### config.mk
export PLATFORM = sky130hd
export DESIGN_NAME = bxavg_divider
export DESIGN_NICKNAME = d
export VERILOG_FILES = /design/src/sv/bxavg_pkg.sv /design/src/sv/bxavg_divider.sv
export SDC_FILE = /design/constraint.sdc
export NUM_CORES = 1
export LEC_CHECK = 0
export BUFFER_PORTS_ARGS = -buffer_cell sky130_fd_sc_hd__clkbuf_2
export CORE_MARGIN = 2
export CORE_UTILIZATION = 60
export DETAILED_ROUTE_END_ITERATION = 10
export PLACE_DENSITY = 0.86
export SYNTH_ARGS = -nofsm -noshare
export SYNTH_HDL_FRONTEND = slang
export SYNTH_SLANG_ARGS = --single-unit
export TNS_END_PERCENT = 20
### constraint.sdc
create_clock -name clk -period 4.8 [get_ports clk]
set_input_delay 0.96 -clock clk [delete_from_list [all_inputs] [get_ports clk]]
set_output_delay 0.96 -clock clk [all_outputs]
set_load 0.02 [all_outputs]
### src/sv/bxavg_pkg.sv
// Shared types and constants of the box average downscaler.
`timescale 1ns / 1ps

package bxavg_pkg;

  localparam int CFG_INDEX_W = 2;
  localparam int CFG_DATA_W  = 13;

  localparam logic [CFG_INDEX_W-1:0] REG_SCALE = 2'd0;
  localparam logic [CFG_INDEX_W-1:0] REG_COLS  = 2'd1;
  localparam logic [CFG_INDEX_W-1:0] REG_ROWS  = 2'd2;

  localparam int SCALE_REG_W = 5;
  localparam int COLS_REG_W  = 11;
  localparam int ROWS_REG_W  = 13;

  localparam int ROW_LIMIT = 4096;
  localparam int ROW_W     = 12;

  localparam int PIX_W  = 8;
  localparam int MEAN_W = 8;
  localparam int OUTX_W = 10;
  localparam int OUTY_W = 12;

  // Position and flag of one output pixel, carried alongside the sums.
  typedef struct packed {
    logic [OUTX_W-1:0] out_x;
    logic [OUTY_W-1:0] out_y;
    logic              frame_last;
  } bxavg_tag_t;

endpackage

### src/sv/bxavg_divider.sv
// Pipelined restoring divider: three block sums by the block area, one bit a stage.
`timescale 1ns / 1ps

module bxavg_divider #(
  parameter int SUM_W  = 16,
  parameter int AREA_W = 9
) (
  input  logic                            clk,
  input  logic                            rst,
  input  logic                            adv,
  input  logic                            in_valid,
  input  logic [2:0][SUM_W-1:0]           in_sum,
  input  bxavg_pkg::bxavg_tag_t           in_tag,
  input  logic [AREA_W-1:0]               area,
  output logic                            out_valid,
  output logic [2:0][bxavg_pkg::MEAN_W-1:0] out_mean,
  output bxavg_pkg::bxavg_tag_t           out_tag
);

  localparam int QW    = bxavg_pkg::MEAN_W;
  localparam int CMP_W = SUM_W + QW;

  logic                  st_valid [QW+1];
  logic [2:0][SUM_W-1:0] st_rem   [QW+1];
  logic [2:0][QW-1:0]    st_quot  [QW+1];
  bxavg_pkg::bxavg_tag_t st_tag   [QW+1];

  // stage 0 holds the raw sums
  always_ff @(posedge clk) begin
    if (rst) begin
      st_valid[0] <= 1'b0;
    end else if (adv) begin
      st_valid[0] <= in_valid;
    end
  end

  always_ff @(posedge clk) begin
    if (adv) begin
      st_rem[0]  <= in_sum;
      st_quot[0] <= '0;
      st_tag[0]  <= in_tag;
    end
  end

  for (genvar j = 0; j < QW; j++) begin : g_stage
    localparam int BIT = QW - 1 - j;

    logic [CMP_W-1:0]      dsh;
    logic [2:0][SUM_W-1:0] rem_next;
    logic [2:0][QW-1:0]    quot_next;

    always_comb begin
      dsh = CMP_W'(area) << BIT;
      for (int k = 0; k < 3; k++) begin
        if (CMP_W'(st_rem[j][k]) >= dsh) begin
          rem_next[k]  = SUM_W'(CMP_W'(st_rem[j][k]) - dsh);
          quot_next[k] = {st_quot[j][k][QW-2:0], 1'b1};
        end else begin
          rem_next[k]  = st_rem[j][k];
          quot_next[k] = {st_quot[j][k][QW-2:0], 1'b0};
        end
      end
    end

    always_ff @(posedge clk) begin
      if (rst) begin
        st_valid[j+1] <= 1'b0;
      end else if (adv) begin
        st_valid[j+1] <= st_valid[j];
      end
    end

    always_ff @(posedge clk) begin
      if (adv) begin
        st_rem[j+1]  <= rem_next;
        st_quot[j+1] <= quot_next;
        st_tag[j+1]  <= st_tag[j];
      end
    end
  end

  assign out_valid = st_valid[QW];
  assign out_mean  = st_quot[QW];
  assign out_tag   = st_tag[QW];

endmodule

==> out/results.tsv <==
stage	metric	value	unit
run_status	run_status	finished clean	
synth	synthesis.area	0.0341	mm²
synth	netlist.area_leader.share	0.624	
placement	dpl_cell_area	0.0360	mm²
route	wl	65700	µm
route	drt-initial-drc-count	2480	
global_routing	grt_use_total	0.224	
synth	ys_types	74	
final_layout	final_cells	3542	
final_layout	final_cell_mix	edfxtp_1, ha_1, nor2_1	
synth	synth.area.top_cells	edfxtp_1, ha_1, mux2_2	
synth	synth-edff-count	708	
clock_network	clockRootBuffer	clkbuf_16	
synth	ys_seq_area_frac	0.624	
clock_network	cts_buffers	72	
timing	fmax	0.272	GHz
synth	syn_nets	2829	
synth	synth_async_sr_flop_share	0	
power	leakage	14.3	nW
job	maxCapViolCount	0	
final_layout	syn_to_final_growth	12.3	%
clock_network	holdBufCountCts	0	
setup_path	critical_path_arrival	4030	ps
placement	post-dp-hpwl	44800	µm
route	vias_per_cell	6.03	
placement	dp_slack	549	ps
timing	setup_viol	0	
route	route.detailed.drc	0	
global_routing	grt_pass1_vias	21000	
final_layout	fillers	3701	
power	power_density	502	mW/mm²
timing	maxSlewHeadroom	0.404	
global_routing	overflow	0	
placement	dp_cells	3416	
clock_network	cts_tree	built	
clock_network	post_cts_buffers	0	
timing	worst_slew_pin_slew	888	ps
clock_network	htreeDepth	3	
timing	worst_slack	1130	ps
worst_hold_path	hp-class	reg2reg	
synth	ys_warn_count	0	
timing	finalCritPeriodShare	0.765	
clock_network	clkLatencyLatePin	620	ps
final_layout	final_cell_area	0.0382	mm²
power	ir_drop	0.364	mV
global_routing	grt_pass1_wl	106000	µm
setup_path	startpoint_type	primary input	
setup_path	crit_path_end_kind	flop	
floorplan	initial_core_util	0.605	
timing	fin_tns_setup	0	ps
timing	rsz0062_at_grt	false	
route	drt-pass1-iter-count	7	
floorplan	fp-row-count	87	
floorplan	io_pins	132	
setup_path	cp_max_fo	11	
global_routing	antenna_found_initial	1	
floorplan	die_w	242	µm
synth	synth-seq-cells	708	
timing	slew_violations	0	
route	vias	21300	
timing	hold_violations	0	
clock_network	cts_buffer_depth	3	
floorplan	die_h	242	µm
floorplan	core_area	0.0563	mm²
setup_path	worst-setup-path-type	in2reg	
final_layout	layout-drive-gt1-share	0.142	
clock_network	clkSlewWorstSetupHoldPaths	60	ps
timing	finClkSkew	18.1	ps
synth	syn_inst	2508	
placement	routabilityCongestion	0.965	
synth	yosys.area.top_type	edfxtp_1	
setup_path	cp_data_required_time	5160	ps
timing	period_minus_slack	3670	ps
clock_network	cts_num_sinks	708	
final_layout	final_common_cell	edfxtp_1	
final_layout	layout.nets	3055	
route	ant_nets	0	
synth	avgSynthCellArea	13.6	µm²
floorplan	die-area	0.0587	mm²
route	avgRoutedWirePerCell	18.5	µm
synth	synth_flop_cell	edfxtp_1	
global_routing	grt_max_degree	91	
clock_network	ctsResizeCount	0	
placement	port_buffers	131	
sequential cells by signal (all words and copies together) (netlist names):
signal	flops
st_quot	108
st_rem	384
st_tag	207
st_valid	9
synthesized netlist by cell type, drive strengths merged, types with 10 or more instances:
library cell and number:
nand3 24, nand2 92, nand4 27, clkbuf 19, o31ai 19, o31a 16, mux2i 22, nand2b 37
xor2 61, edfxtp 708, fa 21, a21boi 13, ha 216, or3 22, or2 16, nor2 200
nor2b 54, and3 11, a21oi 159, o21bai 10, nor3 45, xnor2 77, nor4 27, a21o 41
mux2 78, o21ai 139, buf 10, inv 116, a211oi 19, or4 14, and2 18, o21a 35
o41ai 15, a31oi 13, o211ai 21
final timing paths:
check,from,endpoint,slack (ps),depth (start not counted)
hold reg to reg,st_quot[1][81]$_DFFE_PP_,st_quot[2][10]$_DFFE_PP_,410,0
setup / recovery,area[2],st_rem[0][216]$_DFFE_PP_,1130,10
hold / removal,st_quot[1][81]$_DFFE_PP_,st_quot[2][10]$_DFFE_PP_,410,0
setup reg to reg,st_rem[0][290]$_DFFE_PP_,st_rem[0][342]$_DFFE_PP_,1680,8
worst max-delay path: stages:
cell and delay (ps):
clkbuf_2 80, inv_1 540, buf_4 320, ha_1 290
nor2b_1 140, o21ai_0 360, a31oi_1 180, o21ai_1 240
nand3_1 440, mux2_2 440
per-layer routing:
layer,global-route usage,wire length [µm]
met1,0.294,27200
met2,0.375,32000
met3,0.0382,4480
met4,0.0897,1950
met5,0,67
power breakdown:
| part | total [mW] | switching (mW) | internal (mW) |
|---|---|---|---|
| Sequential | 8.78 | 0.589 | 8.19 |
| Clock | 5.29 | 2.29 | 3.00 |
| Combinational | 5.15 | 2.83 | 2.31 |
kinds of logic after synthesis:
| family | synth area share |
|---|---|
| AO/OA/AOI/OAI | 0.107 |
| flip-flops | 0.624 |
| multiplexers | 0.0324 |
| XOR/XNOR | 0.0355 |
| AND/OR/NAND/NOR | 0.0921 |
| buffers and inverters | 0.0167 |
| adder cells (fa/ha/maj) | 0.0917 |
stage by stage:
step	util	total power, mW	hold slack (ps)
floorplan	-	12.5	400
detailed placement	0.640	13.8	405
global placement	0.640	13.5	400
global route	0.679	20.2	416
finish	0.680	19.2	409
CTS	0.679	19.2	405
area by class of cell:
type	count	area, µm²	area share
repair buffers	181	1140	0.0298
diodes	1	2.50	0.0000654
flip-flops and latches	708	21300	0.556
inverters	118	443	0.0116
clock inverters	36	344	0.00900
multi-input cells	1653	12200	0.320
well taps	756	946	0.0247
clock buffers	89	1870	0.0488
(Power assumes the default switching activity.)
